**config.mk**
```make
export PLATFORM = sky130hd
export DESIGN_NAME = dhcp_relay_agent_option_rewriter_top
export DESIGN_NICKNAME = d
export VERILOG_FILES = /design/src/sv/draor_pkg.sv /design/src/sv/draor_front.sv /design/src/sv/draor_queue.sv /design/src/sv/draor_back.sv /design/src/sv/dhcp_relay_agent_option_rewriter_top.sv
export SDC_FILE = /design/constraint.sdc
export NUM_CORES = 1
export LEC_CHECK = 0
export BUFFER_PORTS_ARGS = -buffer_cell sky130_fd_sc_hd__buf_2
export CORE_AREA = 5 5 272 274
export CTS_CLUSTER_SIZE = 16
export DETAILED_ROUTE_END_ITERATION = 6
export DIE_AREA = 0 0 277 279
export SYNTH_ARGS = -nofsm -noshare
export SYNTH_HDL_FRONTEND = slang
export SYNTH_SLANG_ARGS = --single-unit
```
**constraint.sdc**
```tcl
create_clock -name clock -period 8.35 [get_ports clock]
set_input_delay 0.4175 -clock clock [delete_from_list [all_inputs] [get_ports clock]]
set_output_delay 0.4175 -clock clock [all_outputs]
set_load 0.01 [all_outputs]
```
**src/sv/draor_pkg.sv**
```systemverilog
`timescale 1ns / 1ps
// ---------------------------------------------------------------------------
// draor_pkg: shared types and constants of the relay agent option rewriter
// Request, response, configuration and queue entry types, option codes and
// register indexes.
// ---------------------------------------------------------------------------
package draor_pkg;

   localparam int MAX_PAYLOAD_BYTES_DEF = 32;
   localparam int MAX_OPTIONS_LEN_DEF   = 2047;

   localparam int PAYLOAD_STORE_BYTES = 32;
   localparam int PLEN_W              = 8;
   localparam int LEN_W               = 11;
   localparam int QUEUE_DEPTH         = 4;

   localparam logic [7:0]       CODE_PAD         = 8'd0;
   localparam logic [7:0]       CODE_RELAY       = 8'd82;
   localparam logic [7:0]       CODE_END         = 8'd255;
   localparam logic [LEN_W-1:0] SIZE_LIMIT_RESET = 11'd312;
   localparam logic [LEN_W-1:0] LENGTH_SAT       = 11'd2047;
   localparam int               COOKIE_BYTES     = 4;
   localparam int               OPT_HEAD_BYTES   = 2;
   localparam int               OPT_LEN_MAX      = 255;

   localparam logic [1:0] ACT_IGNORE  = 2'd0;
   localparam logic [1:0] ACT_REMOVE  = 2'd1;
   localparam logic [1:0] ACT_ADD     = 2'd2;
   localparam logic [1:0] ACT_REPLACE = 2'd3;

   localparam logic [2:0] CSR_PAYLOAD_LEN   = 3'd0;
   localparam logic [2:0] CSR_PAYLOAD_WORD0 = 3'd1;
   localparam logic [2:0] CSR_PAYLOAD_WORD1 = 3'd2;
   localparam logic [2:0] CSR_PAYLOAD_WORD2 = 3'd3;
   localparam logic [2:0] CSR_PAYLOAD_WORD3 = 3'd4;
   localparam logic [2:0] CSR_SIZE_LIMIT    = 3'd5;

   typedef struct packed {
      logic [7:0] option_byte;
      logic       first;
      logic [1:0] action;
   } req_type;

   typedef struct packed {
      logic [7:0]       out_byte;
      logic             out_last;
      logic [LEN_W-1:0] options_length;
      logic             agent_added;
      logic             too_large;
   } rsp_type;

   typedef struct packed {
      logic [5:0]                           payload_len;
      logic [PAYLOAD_STORE_BYTES-1:0][7:0]  payload;
      logic [LEN_W-1:0]                     size_limit;
   } cfg_type;

   // One classified byte handed from the parser to the emitter.
   typedef struct packed {
      logic [7:0]        data;
      logic              is_end;
      logic              insert;
      logic [PLEN_W-1:0] plen;
      logic [LEN_W-1:0]  length;
      logic              too_large;
   } cmd_type;

endpackage

```
**src/sv/draor_front.sv**
```systemverilog
`timescale 1ns / 1ps
// ---------------------------------------------------------------------------
// draor_front: option parser
// Walks the type-length-value options one byte per request, drops relay
// agent options where the action asks for it and decides on insertion at END.
// ---------------------------------------------------------------------------
module draor_front #(
   parameter int MAX_PAYLOAD_BYTES = draor_pkg::MAX_PAYLOAD_BYTES_DEF,
   parameter int MAX_OPTIONS_LEN   = draor_pkg::MAX_OPTIONS_LEN_DEF
) (
   input  logic               clock,
   input  logic               reset,
   input  logic               req_valid,
   output logic               req_ready,
   input  draor_pkg::req_type req_data,
   input  draor_pkg::cfg_type cfg,
   output logic               push_valid,
   input  logic               push_ready,
   output draor_pkg::cmd_type push_data
);
   import draor_pkg::*;

   localparam int OCW = $clog2(MAX_OPTIONS_LEN + 1);
   localparam int SW  = OCW + 2;

   typedef enum logic [1:0] {PH_CODE, PH_LEN, PH_DATA, PH_DONE} phase_type;

   phase_type      phase_ff, phase_in, ph;
   logic [7:0]     bytes_left_ff, bytes_left_in, bl, bl_dec;
   logic           relay_seen_ff, relay_seen_in, rs;
   logic           dropping_ff, dropping_in, dr, dr_new;
   logic [OCW-1:0] out_count_ff, out_count_in, oc, oc_inc;
   logic [1:0]     action_ff, action_in, act;

   logic [7:0]        b;
   logic [PLEN_W-1:0] plen;
   logic [8:0]        opt_len;
   logic [SW-1:0]     total, total_add, size_sum;
   logic              want, big_cond;
   logic              accept;

   assign req_ready = push_ready;
   assign accept    = req_valid && req_ready;
   assign b         = req_data.option_byte;

   // A first byte restarts the parser before the byte itself is looked at.
   always_comb begin
      if (req_data.first) begin
         ph  = PH_CODE;
         bl  = '0;
         rs  = 1'b0;
         dr  = 1'b0;
         oc  = '0;
         act = req_data.action;
      end else begin
         ph  = phase_ff;
         bl  = bytes_left_ff;
         rs  = relay_seen_ff;
         dr  = dropping_ff;
         oc  = out_count_ff;
         act = action_ff;
      end
   end

   assign oc_inc = (oc < OCW'(MAX_OPTIONS_LEN)) ? oc + 1'b1 : oc;
   assign bl_dec = (bl != 8'd0) ? bl - 8'd1 : 8'd0;

   assign plen = ({2'b00, cfg.payload_len} > PLEN_W'(MAX_PAYLOAD_BYTES)) ?
                 PLEN_W'(MAX_PAYLOAD_BYTES) : {2'b00, cfg.payload_len};
   assign opt_len   = 9'(OPT_HEAD_BYTES) + {1'b0, plen};
   assign total     = SW'(oc) + SW'(1);
   assign total_add = total + SW'(opt_len);
   assign size_sum  = total_add + SW'(COOKIE_BYTES);
   assign big_cond  = (size_sum >= SW'(cfg.size_limit)) || (opt_len > 9'(OPT_LEN_MAX));
   assign want      = ((act == ACT_ADD) && !rs) || (act == ACT_REPLACE);
   assign dr_new    = (b == CODE_RELAY) && ((act == ACT_REMOVE) || (act == ACT_REPLACE));

   always_comb begin
      logic [SW-1:0] fin;
      fin           = total;
      phase_in      = ph;
      bytes_left_in = bl;
      relay_seen_in = rs;
      dropping_in   = dr;
      out_count_in  = oc;
      action_in     = act;
      push_valid    = 1'b0;
      push_data     = '0;
      push_data.data = b;
      case (ph)
         PH_CODE: begin
            if (b == CODE_END) begin
               push_valid       = 1'b1;
               push_data.is_end = 1'b1;
               push_data.plen   = plen;
               if (want && (plen != '0)) begin
                  if (big_cond) begin
                     push_data.too_large = 1'b1;
                  end else begin
                     push_data.insert = 1'b1;
                     fin              = total_add;
                  end
               end
               push_data.length = (fin > SW'(LENGTH_SAT)) ? LENGTH_SAT : fin[LEN_W-1:0];
               phase_in    = PH_DONE;
               dropping_in = 1'b0;
            end else if (b == CODE_PAD) begin
               push_valid   = 1'b1;
               out_count_in = oc_inc;
            end else begin
               dropping_in   = dr_new;
               relay_seen_in = rs || (b == CODE_RELAY);
               if (!dr_new) begin
                  push_valid   = 1'b1;
                  out_count_in = oc_inc;
               end
               phase_in = PH_LEN;
            end
         end
         PH_LEN: begin
            if (!dr) begin
               push_valid   = 1'b1;
               out_count_in = oc_inc;
            end
            bytes_left_in = b;
            phase_in      = (b == 8'd0) ? PH_CODE : PH_DATA;
         end
         PH_DATA: begin
            if (!dr) begin
               push_valid   = 1'b1;
               out_count_in = oc_inc;
            end
            bytes_left_in = bl_dec;
            if (bl_dec == 8'd0) begin
               phase_in = PH_CODE;
            end
         end
         default: begin
            // After END every byte is dropped until the next packet.
         end
      endcase
      if (!accept) begin
         push_valid = 1'b0;
      end
   end

   always_ff @(posedge clock) begin
      if (reset) begin
         phase_ff      <= PH_CODE;
         bytes_left_ff <= '0;
         relay_seen_ff <= 1'b0;
         dropping_ff   <= 1'b0;
         out_count_ff  <= '0;
         action_ff     <= ACT_IGNORE;
      end else if (accept) begin
         phase_ff      <= phase_in;
         bytes_left_ff <= bytes_left_in;
         relay_seen_ff <= relay_seen_in;
         dropping_ff   <= dropping_in;
         out_count_ff  <= out_count_in;
         action_ff     <= action_in;
      end
   end

endmodule

```
**src/sv/draor_queue.sv**
```systemverilog
`timescale 1ns / 1ps
// ---------------------------------------------------------------------------
// draor_queue: command queue
// Short first-in first-out buffer between the parser and the emitter.
// ---------------------------------------------------------------------------
module draor_queue (
   input  logic               clock,
   input  logic               reset,
   input  logic               push_valid,
   output logic               push_ready,
   input  draor_pkg::cmd_type push_data,
   output logic               head_valid,
   output draor_pkg::cmd_type head_data,
   input  logic               pop
);
   import draor_pkg::*;

   localparam int PW = $clog2(QUEUE_DEPTH);
   localparam int CW = $clog2(QUEUE_DEPTH + 1);

   cmd_type         entry_ff [QUEUE_DEPTH];
   logic [PW-1:0]   wr_ptr_ff, rd_ptr_ff;
   logic [CW-1:0]   count_ff, count_in;
   logic            do_push, do_pop;

   assign push_ready = (count_ff != CW'(QUEUE_DEPTH));
   assign head_valid = (count_ff != '0);
   assign head_data  = entry_ff[rd_ptr_ff];
   assign do_push    = push_valid && push_ready;
   assign do_pop     = pop && head_valid;

   always_comb begin
      count_in = count_ff;
      if (do_push && !do_pop) begin
         count_in = count_ff + 1'b1;
      end else if (do_pop && !do_push) begin
         count_in = count_ff - 1'b1;
      end
   end

   always_ff @(posedge clock) begin
      if (reset) begin
         wr_ptr_ff <= '0;
         rd_ptr_ff <= '0;
         count_ff  <= '0;
      end else begin
         count_ff <= count_in;
         if (do_push) begin
            wr_ptr_ff <= (wr_ptr_ff == PW'(QUEUE_DEPTH - 1)) ? '0 : wr_ptr_ff + 1'b1;
         end
         if (do_pop) begin
            rd_ptr_ff <= (rd_ptr_ff == PW'(QUEUE_DEPTH - 1)) ? '0 : rd_ptr_ff + 1'b1;
         end
      end
   end

   always_ff @(posedge clock) begin
      if (do_push) begin
         entry_ff[wr_ptr_ff] <= push_data;
      end
   end

endmodule

```
**src/sv/draor_back.sv**
```systemverilog
`timescale 1ns / 1ps
// ---------------------------------------------------------------------------
// draor_back: response emitter
// Turns queued commands into responses; an END that carries an insertion
// is expanded into the relay agent option followed by END.
// ---------------------------------------------------------------------------
module draor_back (
   input  logic               clock,
   input  logic               reset,
   input  logic               head_valid,
   input  draor_pkg::cmd_type head_data,
   output logic               pop,
   input  draor_pkg::cfg_type cfg,
   output logic               rsp_valid,
   input  logic               rsp_ready,
   output draor_pkg::rsp_type rsp_data
);
   import draor_pkg::*;

   localparam int IW = $clog2(PAYLOAD_STORE_BYTES);

   typedef enum logic [1:0] {BK_IDLE, BK_LEN, BK_DATA, BK_END} back_state_type;

   back_state_type    state_ff, state_in;
   logic [PLEN_W-1:0] idx_ff, idx_in;
   logic              rsp_valid_ff, rsp_valid_in;
   rsp_type           rsp_data_ff, rsp_data_in;
   logic              out_free;
   logic [7:0]        payload_byte;

   assign out_free  = !rsp_valid_ff || rsp_ready;
   assign rsp_valid = rsp_valid_ff;
   assign rsp_data  = rsp_data_ff;

   // Payload bytes beyond the stored words read as zero.
   assign payload_byte = (idx_ff < PLEN_W'(PAYLOAD_STORE_BYTES)) ?
                         cfg.payload[idx_ff[IW-1:0]] : 8'd0;

   always_comb begin
      state_in     = state_ff;
      idx_in       = idx_ff;
      rsp_valid_in = rsp_valid_ff && !rsp_ready;
      rsp_data_in  = rsp_data_ff;
      pop          = 1'b0;
      if (out_free && head_valid) begin
         rsp_valid_in = 1'b1;
         rsp_data_in  = '0;
         case (state_ff)
            BK_IDLE: begin
               if (head_data.insert) begin
                  rsp_data_in.out_byte = CODE_RELAY;
                  state_in             = BK_LEN;
               end else begin
                  rsp_data_in.out_byte = head_data.data;
                  if (head_data.is_end) begin
                     rsp_data_in.out_last       = 1'b1;
                     rsp_data_in.options_length = head_data.length;
                     rsp_data_in.too_large      = head_data.too_large;
                  end
                  pop = 1'b1;
               end
            end
            BK_LEN: begin
               rsp_data_in.out_byte = head_data.plen;
               idx_in               = '0;
               state_in             = BK_DATA;
            end
            BK_DATA: begin
               rsp_data_in.out_byte = payload_byte;
               idx_in               = idx_ff + 1'b1;
               if (idx_ff == head_data.plen - 1'b1) begin
                  state_in = BK_END;
               end
            end
            BK_END: begin
               rsp_data_in.out_byte       = CODE_END;
               rsp_data_in.out_last       = 1'b1;
               rsp_data_in.options_length = head_data.length;
               rsp_data_in.agent_added    = 1'b1;
               pop                        = 1'b1;
               state_in                   = BK_IDLE;
            end
            default: begin
               state_in = BK_IDLE;
            end
         endcase
      end
   end

   always_ff @(posedge clock) begin
      if (reset) begin
         state_ff     <= BK_IDLE;
         idx_ff       <= '0;
         rsp_valid_ff <= 1'b0;
      end else begin
         state_ff     <= state_in;
         idx_ff       <= idx_in;
         rsp_valid_ff <= rsp_valid_in;
      end
      rsp_data_ff <= rsp_data_in;
   end

endmodule

```
**src/sv/dhcp_relay_agent_option_rewriter_top.sv**
```systemverilog
`timescale 1ns / 1ps
// ---------------------------------------------------------------------------
// dhcp_relay_agent_option_rewriter_top: relay agent option rewriter
// Each request is one DHCP options byte after the cookie; first marks the
// opening byte of a packet and carries the action (ignore, remove, add,
// replace). Responses are the rewritten option bytes; the closing END
// response has out_last set and carries the final length and status flags.
// A surviving byte reaches the response channel through the command queue
// and the output register. One request is taken per cycle while the queue
// has room; an END with insertion emits the payload length, capped at
// MAX_PAYLOAD_BYTES, plus 3 responses, one per cycle while not stalled,
// during which the four-entry command queue absorbs further requests
// and then holds req_ready low. A stalled response holds in the output
// register while the parser keeps taking requests until the queue fills.
// Reset empties the queue and the output register, restarts the parser
// and returns the registers to their reset values; there is no clearing
// pass. Registers are written through csr_we/csr_addr/csr_wdata, by the
// user only while the block is idle; the block does not enforce it.
// ---------------------------------------------------------------------------
module dhcp_relay_agent_option_rewriter_top #(
   parameter int MAX_PAYLOAD_BYTES = draor_pkg::MAX_PAYLOAD_BYTES_DEF,
   parameter int MAX_OPTIONS_LEN   = draor_pkg::MAX_OPTIONS_LEN_DEF
) (
   input  logic               clock,
   input  logic               reset,
   input  logic               req_valid,
   output logic               req_ready,
   input  draor_pkg::req_type req_data,
   output logic               rsp_valid,
   input  logic               rsp_ready,
   output draor_pkg::rsp_type rsp_data,
   input  logic               csr_we,
   input  logic [2:0]         csr_addr,
   input  logic [63:0]        csr_wdata
);
   import draor_pkg::*;

   logic [5:0]       payload_len_ff;
   logic [63:0]      payload_word_ff [4];
   logic [LEN_W-1:0] size_limit_ff;
   cfg_type          cfg;

   logic    push_valid, push_ready, head_valid, pop;
   cmd_type push_data, head_data;

   always_ff @(posedge clock) begin
      if (reset) begin
         payload_len_ff <= '0;
         for (int i = 0; i < 4; i++) begin
            payload_word_ff[i] <= '0;
         end
         size_limit_ff <= SIZE_LIMIT_RESET;
      end else if (csr_we) begin
         case (csr_addr)
            CSR_PAYLOAD_LEN:   payload_len_ff     <= csr_wdata[5:0];
            CSR_PAYLOAD_WORD0: payload_word_ff[0] <= csr_wdata;
            CSR_PAYLOAD_WORD1: payload_word_ff[1] <= csr_wdata;
            CSR_PAYLOAD_WORD2: payload_word_ff[2] <= csr_wdata;
            CSR_PAYLOAD_WORD3: payload_word_ff[3] <= csr_wdata;
            CSR_SIZE_LIMIT:    size_limit_ff      <= csr_wdata[LEN_W-1:0];
            default: begin
            end
         endcase
      end
   end

   assign cfg.payload_len = payload_len_ff;
   assign cfg.payload     = {payload_word_ff[3], payload_word_ff[2],
                             payload_word_ff[1], payload_word_ff[0]};
   assign cfg.size_limit  = size_limit_ff;

   draor_front #(
      .MAX_PAYLOAD_BYTES(MAX_PAYLOAD_BYTES),
      .MAX_OPTIONS_LEN  (MAX_OPTIONS_LEN)
   ) u_front (
      .clock     (clock),
      .reset     (reset),
      .req_valid (req_valid),
      .req_ready (req_ready),
      .req_data  (req_data),
      .cfg       (cfg),
      .push_valid(push_valid),
      .push_ready(push_ready),
      .push_data (push_data)
   );

   draor_queue u_queue (
      .clock     (clock),
      .reset     (reset),
      .push_valid(push_valid),
      .push_ready(push_ready),
      .push_data (push_data),
      .head_valid(head_valid),
      .head_data (head_data),
      .pop       (pop)
   );

   draor_back u_back (
      .clock     (clock),
      .reset     (reset),
      .head_valid(head_valid),
      .head_data (head_data),
      .pop       (pop),
      .cfg       (cfg),
      .rsp_valid (rsp_valid),
      .rsp_ready (rsp_ready),
      .rsp_data  (rsp_data)
   );

endmodule

```
* Yosys cells after proc, flatten, opt, wreduce, memory -nomap -nowiden *
Memory sizes are Yosys's and may differ from the RTL's. A register that Yosys moved wholly into a read port is not among the register bits.
Cells that the tools add are included.

storage, ports and cells
  register bits after elaboration = 82
  RAM bits = 376
  output and inout bits = 24
  memories kept = 2
  logic and storage cells = 193

memory list
  memory            depth  bits a word  rd ports  clocked after memory_dff  wr ports  line                                        RTL
  payload_word_ff   4      64           4         0                         4         dhcp_relay_agent_option_rewriter_top.sv:39  logic [63:0] payload_word_ff [4];
  u_queue.entry_ff  4      30           1         1                         1         draor_queue.sv:21                           cmd_type entry_ff [QUEUE_DEPTH];

operators by class
  $add $sub $neg = 12
  mux-type cells = 90
  bitwise gates (word level) = 6
  $lt $le $gt $ge = 7
  reduce and logical (&&, ||, !) cells = 36
  equal/unequal tests = 21

operator list
  operator                                                                            number
  64-bit two-way mux                                                                  4
  11-bit two-way mux                                                                  7
  13-bit two-way mux                                                                  4
  22-bit two-way mux                                                                  2
  1-bit two-way mux                                                                   41
  8-bit binary-select mux with 5-bit select                                           1
  8-bit two-way mux                                                                   5
  8-bit case mux with 2 select lines                                                  2
  8-bit case mux with 4 select lines                                                  1
  12-bit two-way mux                                                                  2
  2-bit two-way mux                                                                   12
  12-bit case mux with 2 select lines                                                 1
  11-bit case mux with 2 select lines                                                 1
  8-bit zero test                                                                     2
  8-bit nonzero test                                                                  2
  8-bit by 1-bit subtractor with 8-bit output (second input constant)                 2
  2-bit == test (second input constant)                                               7
  13-bit by 3-bit adder with 13-bit output (second input constant)                    1
  13-bit by 9-bit adder with 13-bit output                                            1
  13-bit by 11-bit greater-or-equal comparator with 1-bit output                      1
  13-bit by 11-bit greater-than comparator with 1-bit output (second input constant)  1
  11-bit by 1-bit adder with 12-bit output (second input constant)                    1
  11-bit by 1-bit adder with 11-bit output (second input constant)                    1
  11-bit less-than comparator (second input constant)                                 1
  other kinds (37)                                                                    69

* Longest topological paths before layout *
  depth after elaboration = 15
  mapped depth = 26

* Hierarchy *
From an unflattened synthesis, not the netlist that was laid out.

second synthesis, totals
  cell total of the unflattened synthesis = 1736
  area total of the unflattened synthesis = 23356.2 µm²

modules (own cells, without submodules)
  module                                area an instance (µm²)  instances  cells an instance  seq. area each (µm²)
  dhcp_relay_agent_option_rewriter_top  11318.4                 1          715                8027.7
  draor_queue                           4789.6                  1          204                3783.6
  draor_back                            3866.2                  1          328                880.8
  draor_front                           3382.0                  1          489                500.5

* Worst setup path after synthesis *
OpenSTA, ideal clock, no wires.

  kind = input port to flip-flop
  start = input port csr_we
  end = memory payload_word_ff[3][0] (enable)
  path slack = 2.541 ns
  stages = 2
  arrival time = 5.227 ns
  setup time = 0.582 ns
  cell sequence = nand2_1 > o31ai_1

RTL lines
  item             line                                        RTL
  start, declared  dhcp_relay_agent_option_rewriter_top.sv:32  input logic csr_we,
  end, declared    dhcp_relay_agent_option_rewriter_top.sv:39

==> results.md <==
| Parameter | Reported |
| --- | --- |
| Run status | finished clean |
| Residual DRC count | 0 |
| Clock latency on the worst-skew pair | 0.55 ns |
| Number of global-route vias before repair | 12588 |
| Clock Path Buffers | 3 |
| Count of input and output buffers | 106 |
| Post-synth top flop | sky130_fd_sc_hd__edfxtp_1 |
| Post-synthesis async set-or-reset flop share | 0% |
| Die Outline Area | 0.0773 mm^2 |
| Core Rows | 98 |
| Final period utilization | 72.7% |
| Clock skew after layout | 0.0117 ns |
| Final cell count without fillers | 2590 |
| Clock-pin slew on the worst setup and hold paths | 0.06 ns |
| Last weighted congestion value of the routability-driven placer | 0.801 |
| Achievable Freq | 165 MHz |
| First-pass GRT wire length | 76600 um |
| Total setup buffers inserted after CTS | 0 |
| Cells on Worst Hold Path | 1 |
| Pre-antenna DRT Iters | 7 |
| Headroom to the max-slew limit | 21.5% |
| Number of buffers and inverters on the critical path | 0 |
| Synth Register Bits | 452 |
| Share of cells above drive strength 1 | 19.9% |
| TritonCTS Buffers | 43 |
| Critical path class | flop to flop |
| CTS tree | yes |
| Worst setup SP type | flop |
| Post-Synthesis Net Count | 1631 |
| Slew at the pin closest to its max-slew limit | 1.18 ns |
| Part of the Yosys area used for sequential elements | 61.3% |
| Routed Antenna Nets | 0 |
| R2R Path End | u_queue.entry_ff[3][1]$_DFFE_PP_ |
| Placeable Area | 0.0711 mm^2 |
| Largest net degree at the start of global routing | 65 |
| R2R cell count | 22 |
| Net count reported at finish | 1722 |
| Most frequent cells in the layout | sky130_fd_sc_hd__edfxtp_1, sky130_fd_sc_hd__and2_1, sky130_fd_sc_hd__buf_2 |
| Cell Pwr Density | 247 mW/mm^2 |
| Reported max-cap violation count | 0 |
| Die Wd | 277 um |
| Violation count after the first detailed-route iteration | 834 |
| Detailed Place HPWL | 32900 um |
| Overall power | 5980 uW |
| Routed wire length | 49300 um |
| Height of the chip | 279 um |
| Worst Path Max Fanout | 7 |
| Initial core utilization | 29.7% |
| Kind of cell adding the most delay to the critical path | simple AND/OR/NAND/NOR gates |
| Total clock sinks | 452 |
| Number of antenna violations at the first check in global routing | 20 |
| Cells resized by post-CTS repair | 0 |
| Total stage count of the critical path | 22 |
| Fin Hold WS | 0.135 ns |
| Overall global routing resource usage | 12.5% |
| Leading cell type in the layout, fill and taps excluded | sky130_fd_sc_hd__edfxtp_1 |
| Chain of cells forming the critical path | nor2b_1 -> ha_1 -> nand3_1 -> xor2_1 -> nor2_1 -> ha_1 -> o21ai_0 -> nor2_1 -> o41ai_1 -> a21oi_1 -> or3_1 -> a31oi_1 -> xnor2_1 -> ha_1 -> and4_1 -> a21oi_1 -> nand3_1 -> a31o_2 -> nor3_1 -> nand2_4 -> mux2i_1 -> a21oi_1 |
| Setup-failing EPs final | 0 |
| Number of vias per cell after detailed routing | 4.78 |
| Hold Violations, Final | 0 |
| Data arrival, critical path | 6.31 ns |
| Launch point of the worst reg-to-reg path | u_front.out_count_ff[0]$_SDFFE_PP0P_ |
| Slowest stage delay, CP | 0.74 ns |
| Category of the worst setup path capture point | flop |
| Number of enable-type register cells in the synthesized netlist | 390 |
| Final global-route overflow total | 0 |
| Synth-to-Final Area Change | 14.3% |
| Peak ir drop on the vdd network | 0.110 mV |
| Cell Area, Synth | 0.0211 mm^2 |
| Worst Min Path Start | req_data[4] |
| Syn. warnings | 0 |
| Finished Core Util | 34.0% |
| Cells after DPL | 2503 |
| Endpoint of the worst hold path | u_queue.entry_ff[2][23]$_DFFE_PP_ |
| Setup repair after global routing missed its margin | false |
| Average cell area after synthesis | 14.0 um^2 |
| Required time of the worst setup path | 8.58 ns |
| R2R setup slack | 2.28 ns |
| Count of H-tree levels built during CTS | 2 |
| Gate count of the mapped netlist | 1507 |
| Filler cells | 6883 |
| Hold/Removal Path Class | input port to flop |
| Count of final max-slew check failures | 0 |
| Total via count after detailed routing | 12382 |
| Final-layout setup total negative slack | 0 ns |
| Leakage dissipation | 0.00835 uW |
| Root buffer selected by CTS | sky130_fd_sc_hd__clkbuf_16 |
| Routed wirelength normalized by instance count | 19.0 um |
| Tmin final | 6.07 ns |
| Hold_buf cts | 0 |
| Slowest cell on the critical path | sky130_fd_sc_hd__o41ai_1 |
| Number of distinct standard cells referenced by the synthesized netlist | 64 |
| Number of top-level pins | 107 |
==> kinds of logic after synthesis <==
group,count (synthesis),share of synthesized area [%]
and+or+nand+nor,561,14.7
DFF,452,61.3
AOI/OAI and AO/OA,152,4.46
muxes,139,13.0
buffers and inverters,114,2.09
xor gates and xnor gates,47,1.95
adders and majority gates,41,2.50
other,1,0.0177
==> per-stage QoR <==
stage | cell area (um^2) | worst slack (ns)
3_5_place_dp | 22800 | 1.99
6_report | 24200 | 2.28
2_1_floorplan | 21100 | 2.54
3_3_place_gp | 22800 | 2.15
5_1_grt | 24200 | 1.67
4_1_cts | 24100 | 2.34
==> registers in the layout (all words and copies together) (netlist names), 3 cells and up, named ones only <==
register and flops:
payload_word_ff 256, u_queue.entry_ff 112, u_back.rsp_data 22, size_limit_ff 11, u_front.out_count_ff 11, u_back.idx_ff 8
u_front.bytes_left_ff 8, payload_len_ff 6, u_queue.count_ff 3
==> where the power goes <==
| part | internal [uW] | switching (uW) | leakage (uW) |
|---|---|---|---|
| sequential | 2720 | 118 | 0.00423 |
| combinational | 531 | 664 | 0.00345 |
| clock | 1110 | 838 | 0.000669 |
| total | 4360 | 1620 | 0.00835 |
==> cell type report <==
type / count / area [um^2] / area share (%)
Tap cell: 950 / 1190 / 4.92
Inverter: 39 / 146 / 0.606
Clock inverter: 26 / 275 / 1.14
Clock buffer: 51 / 1110 / 4.58
Timing Repair Buffer: 121 / 643 / 2.66
Sequential cell: 452 / 13000 / 53.6
Antenna cell: 10 / 25.0 / 0.104
Multi-Input combinational cell: 941 / 7820 / 32.4
==> synthesized netlist by cell type, types with 3 or more instances <==
cell type | instances | area (um^2)
sky130_fd_sc_hd__a211oi_1 | 9 | 67.6
sky130_fd_sc_hd__a21o_1 | 9 | 67.6
sky130_fd_sc_hd__a21oi_1 | 50 | 250
sky130_fd_sc_hd__a221oi_1 | 7 | 61.3
sky130_fd_sc_hd__a22oi_1 | 11 | 82.6
sky130_fd_sc_hd__a31oi_1 | 3 | 18.8
sky130_fd_sc_hd__and2_1 | 270 | 1690
sky130_fd_sc_hd__and3_1 | 6 | 37.5
sky130_fd_sc_hd__buf_1 | 10 | 37.5
sky130_fd_sc_hd__clkbuf_1 | 61 | 229
sky130_fd_sc_hd__dfxtp_1 | 62 | 1240
sky130_fd_sc_hd__edfxtp_1 | 390 | 11700
sky130_fd_sc_hd__ha_1 | 39 | 488
sky130_fd_sc_hd__inv_1 | 38 | 143
sky130_fd_sc_hd__mux2_2 | 10 | 113
sky130_fd_sc_hd__mux2i_1 | 22 | 220
sky130_fd_sc_hd__mux4_1 | 3 | 78.8
sky130_fd_sc_hd__mux4_2 | 104 | 2340
sky130_fd_sc_hd__nand2_1 | 84 | 315
sky130_fd_sc_hd__nand3_1 | 27 | 135
sky130_fd_sc_hd__nand3b_1 | 5 | 37.5
sky130_fd_sc_hd__nand4_1 | 10 | 62.6
sky130_fd_sc_hd__nor2_1 | 82 | 308
sky130_fd_sc_hd__nor2b_1 | 24 | 150
sky130_fd_sc_hd__nor3_1 | 19 | 95.1
sky130_fd_sc_hd__nor3b_1 | 5 | 37.5
sky130_fd_sc_hd__nor4_1 | 5 | 31.3
sky130_fd_sc_hd__o211ai_1 | 7 | 52.6
sky130_fd_sc_hd__o21ai_0 | 37 | 185
sky130_fd_sc_hd__o21ai_1 | 4 | 20.0
sky130_fd_sc_hd__or3_1 | 6 | 37.5
sky130_fd_sc_hd__or4_1 | 3 | 22.5
sky130_fd_sc_hd__xnor2_1 | 29 | 254
sky130_fd_sc_hd__xor2_1 | 18 | 158
==> per-layer routing <==
layer / wire, um / GRT usage (%) / share of wire [%] / vias up
li1: - / - / - / 5788
met1: 21000 / 16.0 / 43 / 6219
met2: 24600 / 21.8 / 50 / 262
met3: 2350 / 2.46 / 4.8 / 101
met4: 1250 / 3.59 / 2.5 / 12
met5: 80 / 0 / 0.16 / -
==> worst max-delay path by stage <==
stage          slack (ns)                                  end                            startpoint
4_1_cts              2.34     u_queue.entry_ff[3][1]$_DFFE_PP_  u_front.out_count_ff[0]$_SDFFE_PP0P_
2_1_floorplan        2.54  payload_word_ff[3][0]$_SDFFCE_PN0P_                                csr_we
3_5_place_dp         1.99     u_queue.entry_ff[2][1]$_DFFE_PP_                           req_data[2]
5_1_grt              1.67     u_queue.entry_ff[3][1]$_DFFE_PP_  u_front.out_count_ff[0]$_SDFFE_PP0P_
6_report             2.28     u_queue.entry_ff[3][1]$_DFFE_PP_  u_front.out_count_ff[0]$_SDFFE_PP0P_
3_3_place_gp         2.15     u_queue.entry_ff[0][1]$_DFFE_PP_                           req_data[2]
==> worst reg2reg max path, cell delays in order, from the launching register on <==
cell,delay (ns)
sky130_fd_sc_hd__dfxtp_1,0.36
sky130_fd_sc_hd__nor2b_1,0.24
sky130_fd_sc_hd__ha_1,0.32
sky130_fd_sc_hd__nand3_1,0.12
sky130_fd_sc_hd__xor2_1,0.15
sky130_fd_sc_hd__nor2_1,0.22
sky130_fd_sc_hd__ha_1,0.32
sky130_fd_sc_hd__o21ai_0,0.15
sky130_fd_sc_hd__nor2_1,0.12
sky130_fd_sc_hd__o41ai_1,0.75
sky130_fd_sc_hd__a21oi_1,0.15
sky130_fd_sc_hd__or3_1,0.41
sky130_fd_sc_hd__a31oi_1,0.18
sky130_fd_sc_hd__xnor2_1,0.14
sky130_fd_sc_hd__ha_1,0.26
sky130_fd_sc_hd__and4_1,0.18
sky130_fd_sc_hd__a21oi_1,0.15
sky130_fd_sc_hd__nand3_1,0.09
sky130_fd_sc_hd__a31o_2,0.25
sky130_fd_sc_hd__nor3_1,0.58
sky130_fd_sc_hd__nand2_4,0.21
sky130_fd_sc_hd__mux2i_1,0.27
sky130_fd_sc_hd__a21oi_1,0.16
No activity file was read; power rests on OpenSTA's default activity.
